$ cat config.mk
export PLATFORM = sky130hd
export DESIGN_NAME = series_key_tokenizer_flat
export DESIGN_NICKNAME = d
export VERILOG_FILES = /design/src/rtl/skt_pkg.sv /design/src/rtl/skt_if.sv /design/src/rtl/skt_step.sv /design/src/rtl/series_key_tokenizer.sv /design/src/flat_wrapper.sv
export SDC_FILE = /design/constraint.sdc
export NUM_CORES = 1
export LEC_CHECK = 0
export BUFFER_PORTS_ARGS = -buffer_cell sky130_fd_sc_hd__buf_4
export CAP_MARGIN = 20
export CELL_PAD_IN_SITES_DETAIL_PLACEMENT = 1
export CELL_PAD_IN_SITES_GLOBAL_PLACEMENT = 2
export CORE_ASPECT_RATIO = 1.4
export CORE_UTILIZATION = 32
export DETAILED_ROUTE_END_ITERATION = 6
export PLACE_DENSITY_LB_ADDON = 0.1
export SETUP_SLACK_MARGIN = 0.3
export SKIP_LAST_GASP = 1
export SYNTH_ARGS = -nofsm -noshare
export SYNTH_HDL_FRONTEND = slang
export SYNTH_SLANG_ARGS = --single-unit
export TNS_END_PERCENT = 50
$ cat constraint.sdc
create_clock -name clock -period 3 [get_ports clock]
set_clock_uncertainty 0.05 [all_clocks]
set_input_delay 0.9 -clock clock [delete_from_list [all_inputs] [get_ports clock]]
set_output_delay 0.9 -clock clock [all_outputs]
set_load 0.005 [all_outputs]
$ cat src/rtl/skt_pkg.sv
// Shared types, character codes and result codes for the series key tokenizer.
`timescale 1ns / 1ps

package skt_pkg;

   // Characters with a special meaning in a series key.
   localparam logic [7:0] CH_COMMA  = 8'h2C;
   localparam logic [7:0] CH_SPACE  = 8'h20;
   localparam logic [7:0] CH_QUOTE  = 8'h22;
   localparam logic [7:0] CH_BSLASH = 8'h5C;
   localparam logic [7:0] CH_EQUALS = 8'h3D;

   // Role of the component a result belongs to.
   localparam logic [1:0] ROLE_LEADING   = 2'd0;
   localparam logic [1:0] ROLE_TAG_KEY   = 2'd1;
   localparam logic [1:0] ROLE_TAG_VALUE = 2'd2;
   localparam logic [1:0] ROLE_FIELD     = 2'd3;

   // Component close events.
   localparam logic [2:0] CLOSE_NONE          = 3'd0;
   localparam logic [2:0] CLOSE_MEASUREMENT   = 3'd1;
   localparam logic [2:0] CLOSE_TAG_KEPT      = 3'd2;
   localparam logic [2:0] CLOSE_TAG_DROPPED   = 3'd3;
   localparam logic [2:0] CLOSE_FIELD         = 3'd4;
   localparam logic [2:0] CLOSE_LEADING_FIELD = 3'd5;

   // Error codes.
   localparam logic [2:0] ERR_NONE           = 3'd0;
   localparam logic [2:0] ERR_EMPTY_KEY      = 3'd1;
   localparam logic [2:0] ERR_COMMA_IN_FIELD = 3'd2;
   localparam logic [2:0] ERR_SPACE_IN_FIELD = 3'd3;
   localparam logic [2:0] ERR_UNCLOSED_QUOTE = 3'd4;

   typedef enum logic [1:0] {
      PART_LEADING,
      PART_TAGS,
      PART_FIELD
   } part_type;

   typedef struct packed {
      part_type part;
      logic     escape_pending;
      logic     in_quote;
      logic     seen_equals;
      logic     error_seen;
   } tok_state_type;

   localparam tok_state_type TOK_STATE_RESET = '{
      part:           PART_LEADING,
      escape_pending: 1'b0,
      in_quote:       1'b0,
      seen_equals:    1'b0,
      error_seen:     1'b0
   };

   typedef struct packed {
      logic       has_byte;
      logic [7:0] key_byte;
      logic       last;
   } req_beat_type;

   typedef struct packed {
      logic       out_valid;
      logic [7:0] out_byte;
      logic [1:0] role;
      logic [2:0] close_kind;
      logic [2:0] error_code;
      logic       out_last;
   } rsp_beat_type;

endpackage

$ cat src/rtl/skt_if.sv
// Valid/ready channel interfaces for the tokenizer's byte input and result output.
`timescale 1ns / 1ps

interface skt_req_if;
   logic       valid;
   logic       ready;
   logic       has_byte;
   logic [7:0] key_byte;
   logic       last;

   modport source (output valid, output has_byte, output key_byte, output last, input ready);
   modport sink   (input valid, input has_byte, input key_byte, input last, output ready);
endinterface

interface skt_rsp_if;
   logic       valid;
   logic       ready;
   logic       out_valid;
   logic [7:0] out_byte;
   logic [1:0] role;
   logic [2:0] close_kind;
   logic [2:0] error_code;
   logic       out_last;

   modport source (output valid, output out_valid, output out_byte, output role,
                   output close_kind, output error_code, output out_last, input ready);
   modport sink   (input valid, input out_valid, input out_byte, input role,
                   input close_kind, input error_code, input out_last, output ready);
endinterface

$ cat src/rtl/skt_step.sv
// Per-byte tokenizer logic: next state and result from the current state and one input beat.
`timescale 1ns / 1ps

module skt_step (
   input  skt_pkg::tok_state_type state_ff,
   input  skt_pkg::req_beat_type  req,
   output skt_pkg::tok_state_type state_in,
   output skt_pkg::rsp_beat_type  rsp_in
);

   skt_pkg::tok_state_type nx;
   logic                   ov;
   logic [7:0]             ob;
   logic [1:0]             role;
   logic [2:0]             cl;
   logic [2:0]             err;
   logic                   is_delim;

   assign is_delim = (req.key_byte == skt_pkg::CH_COMMA) || (req.key_byte == skt_pkg::CH_SPACE);

   always_comb begin
      nx   = state_ff;
      ov   = 1'b0;
      ob   = 8'h00;
      cl   = skt_pkg::CLOSE_NONE;
      err  = skt_pkg::ERR_NONE;

      unique case (state_ff.part)
         skt_pkg::PART_LEADING: role = skt_pkg::ROLE_LEADING;
         skt_pkg::PART_TAGS: begin
            role = state_ff.seen_equals ? skt_pkg::ROLE_TAG_VALUE : skt_pkg::ROLE_TAG_KEY;
         end
         default: role = skt_pkg::ROLE_FIELD;
      endcase

      if (state_ff.error_seen) begin
         // Bytes after an error are dropped until the key's last beat.
         nx = state_ff;
      end else if (!req.has_byte) begin
         err           = skt_pkg::ERR_EMPTY_KEY;
         nx.error_seen = 1'b1;
      end else begin
         priority if (state_ff.escape_pending) begin
            nx.escape_pending = 1'b0;
            ov                = 1'b1;
            ob                = req.key_byte;
         end else if (req.key_byte == skt_pkg::CH_BSLASH) begin
            // A lone backslash at the very end is kept as a literal.
            if (req.last) begin
               ov = 1'b1;
               ob = req.key_byte;
            end else begin
               nx.escape_pending = 1'b1;
            end
         end else if (req.key_byte == skt_pkg::CH_QUOTE) begin
            nx.in_quote = ~state_ff.in_quote;
            ov          = 1'b1;
            ob          = req.key_byte;
         end else if (state_ff.part == skt_pkg::PART_TAGS && !state_ff.seen_equals &&
                      req.key_byte == skt_pkg::CH_EQUALS) begin
            // The tag split carries the '=' with no valid flag so it can be rebuilt later.
            nx.seen_equals = 1'b1;
            ob             = req.key_byte;
            role           = skt_pkg::ROLE_TAG_VALUE;
         end else if (state_ff.in_quote || !is_delim) begin
            ov = 1'b1;
            ob = req.key_byte;
         end else if (state_ff.part == skt_pkg::PART_LEADING) begin
            cl             = skt_pkg::CLOSE_MEASUREMENT;
            nx.part        = (req.key_byte == skt_pkg::CH_COMMA) ? skt_pkg::PART_TAGS
                                                                 : skt_pkg::PART_FIELD;
            nx.seen_equals = 1'b0;
         end else if (state_ff.part == skt_pkg::PART_TAGS) begin
            cl             = state_ff.seen_equals ? skt_pkg::CLOSE_TAG_KEPT
                                                  : skt_pkg::CLOSE_TAG_DROPPED;
            nx.seen_equals = 1'b0;
            if (req.key_byte == skt_pkg::CH_SPACE) begin
               nx.part = skt_pkg::PART_FIELD;
            end
         end else begin
            err           = (req.key_byte == skt_pkg::CH_COMMA) ? skt_pkg::ERR_COMMA_IN_FIELD
                                                                : skt_pkg::ERR_SPACE_IN_FIELD;
            nx.error_seen = 1'b1;
         end

         // The last beat closes whatever is still open, unless a quote is left open.
         if (req.last && !nx.error_seen && cl == skt_pkg::CLOSE_NONE) begin
            if (nx.in_quote) begin
               err = skt_pkg::ERR_UNCLOSED_QUOTE;
               ov  = 1'b0;
               ob  = 8'h00;
            end else begin
               cl = (nx.part == skt_pkg::PART_LEADING) ? skt_pkg::CLOSE_LEADING_FIELD
                                                       : skt_pkg::CLOSE_FIELD;
            end
         end
      end

      if (req.last) begin
         nx = skt_pkg::TOK_STATE_RESET;
      end
   end

   assign state_in           = nx;
   assign rsp_in.out_valid   = ov;
   assign rsp_in.out_byte    = ob;
   assign rsp_in.role        = role;
   assign rsp_in.close_kind  = cl;
   assign rsp_in.error_code  = err;
   assign rsp_in.out_last    = req.last;

endmodule

$ cat src/rtl/series_key_tokenizer.sv
// A result appears in the output register in the cycle after its byte beat is accepted.
// Throughput: one byte beat per cycle while results are taken; the only limit is the single output register,
// which is reloaded in the same cycle its current result is taken.
// Reset (synchronous, active high) returns the tokenizer to the leading component with no
// quote, escape or error pending, and empties the output register.
`timescale 1ns / 1ps

module series_key_tokenizer (
   input  logic             clock,
   input  logic             reset,
   skt_req_if.sink          req_chan,
   skt_rsp_if.source        rsp_chan
);

   skt_pkg::tok_state_type state_ff;
   skt_pkg::tok_state_type state_in;
   skt_pkg::req_beat_type  req_beat;
   skt_pkg::rsp_beat_type  rsp_ff;
   skt_pkg::rsp_beat_type  rsp_in;
   logic                   rsp_valid_ff;
   logic                   rsp_valid_in;
   logic                   accept;

   assign req_chan.ready = !rsp_valid_ff || rsp_chan.ready;
   assign accept         = req_chan.valid && req_chan.ready;

   assign req_beat.has_byte = req_chan.has_byte;
   assign req_beat.key_byte = req_chan.key_byte;
   assign req_beat.last     = req_chan.last;

   skt_step u_step (
      .state_ff (state_ff),
      .req      (req_beat),
      .state_in (state_in),
      .rsp_in   (rsp_in)
   );

   assign rsp_valid_in = accept || (rsp_valid_ff && !rsp_chan.ready);

   always_ff @(posedge clock) begin
      if (reset) begin
         state_ff     <= skt_pkg::TOK_STATE_RESET;
         rsp_valid_ff <= 1'b0;
      end else begin
         rsp_valid_ff <= rsp_valid_in;
         if (accept) begin
            state_ff <= state_in;
         end
      end
   end

   always_ff @(posedge clock) begin
      if (accept) begin
         rsp_ff <= rsp_in;
      end
   end

   assign rsp_chan.valid      = rsp_valid_ff;
   assign rsp_chan.out_valid  = rsp_ff.out_valid;
   assign rsp_chan.out_byte   = rsp_ff.out_byte;
   assign rsp_chan.role       = rsp_ff.role;
   assign rsp_chan.close_kind = rsp_ff.close_kind;
   assign rsp_chan.error_code = rsp_ff.error_code;
   assign rsp_chan.out_last   = rsp_ff.out_last;

endmodule

$ cat src/flat_wrapper.sv
// flat-port wrapper written by rule: the top's interface ports become plain ports
module series_key_tokenizer_flat 
  (clock, reset, req_chan_valid, req_chan_has_byte, req_chan_key_byte, req_chan_last, req_chan_ready, rsp_chan_valid, rsp_chan_out_valid, rsp_chan_out_byte, rsp_chan_role, rsp_chan_close_kind, rsp_chan_error_code, rsp_chan_out_last, rsp_chan_ready);
  skt_req_if req_chan_i ();
  skt_rsp_if rsp_chan_i ();
  input  logic clock;
  input  logic reset;
  input wire logic [$bits(req_chan_i.valid)-1:0] req_chan_valid;
  input wire logic [$bits(req_chan_i.has_byte)-1:0] req_chan_has_byte;
  input wire logic [$bits(req_chan_i.key_byte)-1:0] req_chan_key_byte;
  input wire logic [$bits(req_chan_i.last)-1:0] req_chan_last;
  output wire logic [$bits(req_chan_i.ready)-1:0] req_chan_ready;
  output wire logic [$bits(rsp_chan_i.valid)-1:0] rsp_chan_valid;
  output wire logic [$bits(rsp_chan_i.out_valid)-1:0] rsp_chan_out_valid;
  output wire logic [$bits(rsp_chan_i.out_byte)-1:0] rsp_chan_out_byte;
  output wire logic [$bits(rsp_chan_i.role)-1:0] rsp_chan_role;
  output wire logic [$bits(rsp_chan_i.close_kind)-1:0] rsp_chan_close_kind;
  output wire logic [$bits(rsp_chan_i.error_code)-1:0] rsp_chan_error_code;
  output wire logic [$bits(rsp_chan_i.out_last)-1:0] rsp_chan_out_last;
  input wire logic [$bits(rsp_chan_i.ready)-1:0] rsp_chan_ready;
  assign req_chan_i.valid = req_chan_valid;
  assign req_chan_i.has_byte = req_chan_has_byte;
  assign req_chan_i.key_byte = req_chan_key_byte;
  assign req_chan_i.last = req_chan_last;
  assign req_chan_ready = req_chan_i.ready;
  assign rsp_chan_valid = rsp_chan_i.valid;
  assign rsp_chan_out_valid = rsp_chan_i.out_valid;
  assign rsp_chan_out_byte = rsp_chan_i.out_byte;
  assign rsp_chan_role = rsp_chan_i.role;
  assign rsp_chan_close_kind = rsp_chan_i.close_kind;
  assign rsp_chan_error_code = rsp_chan_i.error_code;
  assign rsp_chan_out_last = rsp_chan_i.out_last;
  assign rsp_chan_i.ready = rsp_chan_ready;
  series_key_tokenizer u_core (.clock(clock), .reset(reset), .req_chan(req_chan_i), .rsp_chan(rsp_chan_i));
endmodule
**Word level (Yosys, flattened, before mapping)**

Index checks and enable logic that the tools add are counted.

- Equality and inequality tests: 11
- Muxes and demuxes: 78
- Bitwise operators: 2
- Reduce and logical (&&, ||, !) cells: 23

Operators with widths:

| operator | count |
|---|---|
| 2-to-1 mux 2 bit | 34 |
| 2-to-1 mux 8 bit | 8 |
| == test 8 x 6 -> 1 bit, second input constant | 4 |
| 2-to-1 mux 3 bit | 10 |
| 2-to-1 mux 1 bit | 22 |
| 2-to-1 mux 6 bit | 2 |
| == test 8 x 7 -> 1 bit, second input constant | 1 |
| != test 2 bit, second input constant | 4 |
| AND reduction 8 bit | 1 |
| logical AND 1 bit | 6 |
| logical NOT 1 bit | 5 |
| 2-to-1 mux 5 bit | 1 |
| logical NOT 2 bit | 2 |
| logical OR 1 bit | 4 |
| case mux 2 bit (2 select lines) | 1 |
| nonzero test 4 bit | 1 |
| logical NOT 3 bit | 1 |
| != test 3 bit, second input constant | 1 |
| AND reduction 3 bit | 1 |
| == test 2 x 1 -> 1 bit, second input constant | 1 |
| inverter 1 bit | 2 |
| nonzero test 2 bit | 1 |
| OR reduction 2 bit | 1 |

- Bits in registers: 25
- Bits of input ports: 14
- Output and inout port bits: 20
- Logic and storage cells: 127

**Longest topological paths before layout**

- Depth after elaboration: 16
- Depth in mapped cells: 7
- Gate-level depth less buffers: 6

**Hierarchy**

Synthesis repeated with hierarchy kept, for this count alone.

- Cells, all modules: 141
- Area total of the unflattened synthesis: 1440.1 um^2

Modules (own cells, without submodules):

| module | instances | cells an instance | area an instance (um^2) |
|---|---|---|---|
| series_key_tokenizer | 1 | 49 | 850.8 |
| skt_step | 1 | 92 | 589.3 |

**Least setup slack after synthesis**

Ideal clock, no wire load.

- Path type: in2reg
- Start point: in req_chan_key_byte[3]
- End point: reg u_core.rsp_ff, in the netlist u_core.rsp_chan.out_byte[2], data pin
- Setup time: 255 ps
- Arrival: 2371 ps
- Setup slack: 325 ps
- Cell stages on the path: 6
- Path through: buf_2 > or4b_4 > a2111oi_4 > xor2_2 > a221oi_2 > and2_1

- Longest elaborated chain between the ends: 15

Ends and longest elaborated chain:

| element | line | text |
|---|---|---|
| start, declared | flat_wrapper.sv:10 | `input wire logic [$bits(req_chan_i.key_byte)-1:0] req_chan_key_byte;` |
| == test 8 x 6 -> 1 bit | skt_step.sv:19 | `assign is_delim = (req.key_byte == skt_pkg::CH_COMMA) \|\| (req.key_byte == skt_pkg::CH_SPACE);` |
| logical OR 1 bit | skt_step.sv:19 |  |
| logical NOT 1 bit | skt_step.sv:65 | `end else if (state_ff.in_quote \|\| !is_delim) begin` |
| logical OR 1 bit | skt_step.sv:65 |  |
| 2-to-1 mux 2 bit | skt_step.sv:65 |  |
| 2-to-1 mux 1 bit | skt_step.sv:59 | `end else if (state_ff.part == skt_pkg::PART_TAGS && !state_ff.seen_equals &&` |
| 2-to-1 mux 2 bit | skt_step.sv:55 | `end else if (req.key_byte == skt_pkg::CH_QUOTE) begin` |
| 2-to-1 mux 3 bit | skt_step.sv:47 | `end else if (req.key_byte == skt_pkg::CH_BSLASH) begin` |
| 2-to-1 mux 3 bit | skt_step.sv:43 | `priority if (state_ff.escape_pending) begin` |
| 2-to-1 mux 3 bit | skt_step.sv:39 | `end else if (!req.has_byte) begin` |
| 2-to-1 mux 3 bit | skt_step.sv:36 | `if (state_ff.error_seen) begin` |
| logical NOT 1 bit | skt_step.sv:87 | `if (req.last && !nx.error_seen && cl == skt_pkg::CLOSE_NONE) begin` |
| logical AND 1 bit (2 in a row) | skt_step.sv:87 |  |
| 2-to-1 mux 8 bit * | skt_step.sv:87 |  |
| end signal, assigned | series_key_tokenizer.sv:54 | `rsp_ff <= rsp_in;` |
| end, declared | series_key_tokenizer.sv:18 | `skt_pkg::rsp_beat_type rsp_ff;` |

Every way passes the cells marked *; elsewhere a longest branch is shown, timed or not. The select of a mux whose other input is x is not followed.
A chain may end at the register's enable or synchronous reset.

**Worst setup path after layout**

- Start point: in req_chan_key_byte[4]
- End point: reg u_core.rsp_ff, in the netlist u_core.rsp_chan.out_byte[4], data pin

The elaborated chain is that of the path after synthesis.

==> summary.md <==
| Metric | Value |
|---|---|
| GRT met2 Usage | between 30% and 40% |
| Number of flops mapped to enable cells by yosys | 18 |
| Post-layout min period | between 2 and 3 ns |
| Cell Pwr Density | approximately 420 nW/um^2 |
| Worst path arrival time | around 2.6 ns |
| Synth warn | 0 |
| Longest Clk Path Bufs | 2 |
| Synth Net Count | roughly 140 |
| Clk_lat worst skew | ~0.28 ns |
| Pleak | roughly 0.67 nW |
| Layout cells sized above 1 | around 31% |
| Syn avg cell area | around 11 um^2 |
| FMAX | 383.1 MHz |
| Top-area cell type share of the netlist area | between 40% and 50% |
| PortBufs | 33 |
| Filler instances | around 450 |
| Post-DRT Antenna Nets | 0 |
| First-pass DRT Iterations | 4 |
| DRC viols | 0 |
| Met3 Use GR | 1.647% |
| Total number of vias | approximately 1100 |
| Global-route wire length before repair | between 6000 and 7000 um |
| Worst-path cell chain | buf_4 > or4b_4 > a2111oi_4 > xor2_2 > a221oi_2 > and2_1 |
| Core footprint | approximately 4000 um^2 |
| # Post-CTS Setup Buffers | 0 |
| Die Span Y | roughly 78 um |
| Setup violations, final | 0 |
| CP Launch Type | primary input |
| Async S/R FF share, synth | 0% |
| Max Fanout on Critical Path | 6 |
| Setup TNS | 0 ns |
| Initial antenna violation count | 0 |
| DIE AREA | between 4000 and 5000 um^2 |
| Fin nets | roughly 180 |
| GR Util met1 | between 20% and 30% |
| Mean routed wirelength per cell | roughly 17 um |
| Outcome | completed |
| Top_reg_cell synth | edfxtp_1 |
| Yosys top cell by area | edfxtp_1 |
| Clock slew at reported path FFs | 0.10 ns |
| Syn Std Cell Area | ~1300 um^2 |
| Num Clock Sinks | 25 |
| Slew Viols, Final | 0 |
| ANT cells | 0 |
| Fin Hold WS | ~0.50 ns |
| DR iter-0 viols | 24 |
| Setup Crit Path Kind | primary input to register |
| Overall routed net length | between 3000 and 4000 um |
| Relative slew slack | between 60% and 70% |
| Final hold viol count | 0 |
| I/O pins | 34 |
| Synth cell types | 39 |
| # rows | 27 |
| Busiest grt layer | met2 |
| Placer congestion estimate | just over 0.8 |
| Max-Cap Viols | 0 |
| CP endpoint kind | register |
| Tcrit/Tclk final | 87.01% |
| Setup slack at placement | 0.07978 ns |
| Cells after Synth | about 120 |
| Post-CTS sizing | 0 |
| Reg-to-reg slack, setup | about 1.0 ns |
| Vias in the first global route | around 1200 |
| Dpl hpwl | roughly 2700 um |
| Critical-path cell with the highest stage delay | or4b_4 |
| Hold_buf cts | 0 |
| WP data required | ~3.0 ns |
| Via density | between 5 and 6 |
| H-tree levels | 1 |
| Peak VDD IR | 0.0002270 V |
| Yosys reg bits | 25 |
| CTS Buf Count | 3 |
| Overall routing resource usage | 17.25% |
| Register area share after synthesis | between 50% and 60% |
| CTS tree | yes |
| Area Overhead vs Synth | 26.94% |
| Die width | between 50 and 60 um |
| Initial Utilization | between 30% and 40% |
| Largest net degree at the start of global routing | 21 |
| RSZ-0062 raised after global routing | true |
| GR Overflow Total | 0 |
| Hold Crit Class | register to register |
| Clock root cell | clkbuf_8 |
| Worst Max-Slew Pin Slew | just under 0.6 ns |
| Final design utilization | between 40% and 50% |
| Top post-synthesis cells by area | edfxtp_1 40%, dfxtp_1 10%, and2_1 4.7%, a21oi_1 3.4%, nand3_1 2.2% |
| Slowest stage delay, CP | approximately 0.57 ns |
| Final setup margin | roughly 0.4 ns |
==> stage by stage <==
step / std cells / power (mW) / instance area, um^2
finish: 203 / 0.7134 / 1698
CTS: 203 / 0.7149 / 1698
floorplan: 124 / 0.4459 / 1338
detailed placement: 199 / 0.5059 / 1649
global placement: 199 / 0.5036 / 1649
global route: 203 / 0.7379 / 1698
==> routing by layer <==
layer / vias to the layer above / wire, um
li1: 544 / -
met1: 548 / 1464
met2: 21 / 1891
met3: 5 / 89
met4: 0 / 40
met5: - / 0
==> report_power, final <==
part / internal, mW / switching, mW
combinational: 0.0500 / 0.0522
sequential: 0.389 / 0.00522
clock: 0.0945 / 0.123
==> logic make-up after synthesis <==
family	count (synthesis)	synth area share (%)
compound gates	28	16.75
buf+inv	9	2.618
flops	25	50.89
simple gates	60	27.88
xor+xnor	2	1.871
==> cells in the final DEF, fill, tap and decap left out, types with 2 or more instances in the layout <==
| cell | instances |
|---|---|
| buf_4 | 37 |
| edfxtp_1 | 18 |
| and2_1 | 10 |
| a21oi_1 | 9 |
| nand2_1 | 7 |
| nor2_1 | 7 |
| dfxtp_1 | 7 |
| nor3_1 | 6 |
| nand3_1 | 6 |
| inv_1 | 4 |
| and3_1 | 4 |
| nand2b_1 | 3 |
| nor2b_1 | 3 |
| nor3b_1 | 3 |
| clkbuf_8 | 3 |
| or4b_4 | 2 |
| nor4b_2 | 2 |
| a21oi_2 | 2 |
| nor4bb_1 | 2 |
| a211o_1 | 2 |
| a31oi_1 | 2 |
| nand4_1 | 2 |
| o32ai_1 | 2 |
==> final cells by class <==
class                   instances  area (um^2)  share of cell area (%)
flip-flops and latches         25        680.7                   40.09
multi-input cells              90        621.8                   36.62
repair buffers                 37        277.8                   16.36
well taps                      43        53.80                   3.169
clock buffers                   3        41.29                   2.432
inverters                       4        15.01                  0.8843
clock inverters                 1        7.507                  0.4422
==> path summary, 6_finish.rpt <==
| kind | from | end | cells past startpoint |
|---|---|---|---|
| max | req_chan_key_byte[4] | u_core.rsp_chan.out_byte[4] | 6 |
| min | u_core.state_ff[1] | u_core.state_ff[1] | 2 |
| max reg2reg | u_core.state_ff[4] | u_core.rsp_chan.close_kind[0] | 5 |
| min reg2reg | u_core.state_ff[1] | u_core.state_ff[1] | 2 |
==> synthesized netlist by cell type (all sizes together) (2+ instances only) <==
cell type	count
a211o	2
a21oi	11
a31oi	2
and2	10
and3	4
clkbuf	4
dfxtp	7
edfxtp	18
inv	4
nand2	7
nand2b	3
nand3	6
nand4	2
nor2	7
nor2b	3
nor3	6
nor3b	3
nor4b	2
nor4bb	2
o32ai	2
or4b	2
==> state kept, by name, summed over array words and instances (netlist names) <==
| signal | count |
|---|---|
| u_core.state_ff | 6 |
| u_core.rsp_chan.out_valid | 1 |
| u_core.rsp_chan.out_byte | 8 |
| u_core.rsp_chan.close_kind | 3 |
| u_core.rsp_chan.out_last | 1 |
| u_core.rsp_chan.error_code | 3 |
| u_core.rsp_chan.role | 2 |
| u_core.rsp_chan.valid | 1 |
==> critical path: cells and delay by family <==
family | cells | cell delay (ns)
buffers and inverters | 1 | 0.12
AND/OR/NAND/NOR | 2 | 0.76
XOR/XNOR | 1 | 0.35
AO/OA/AOI/OAI | 2 | 0.48
Power figures use the tool's default switching activity.
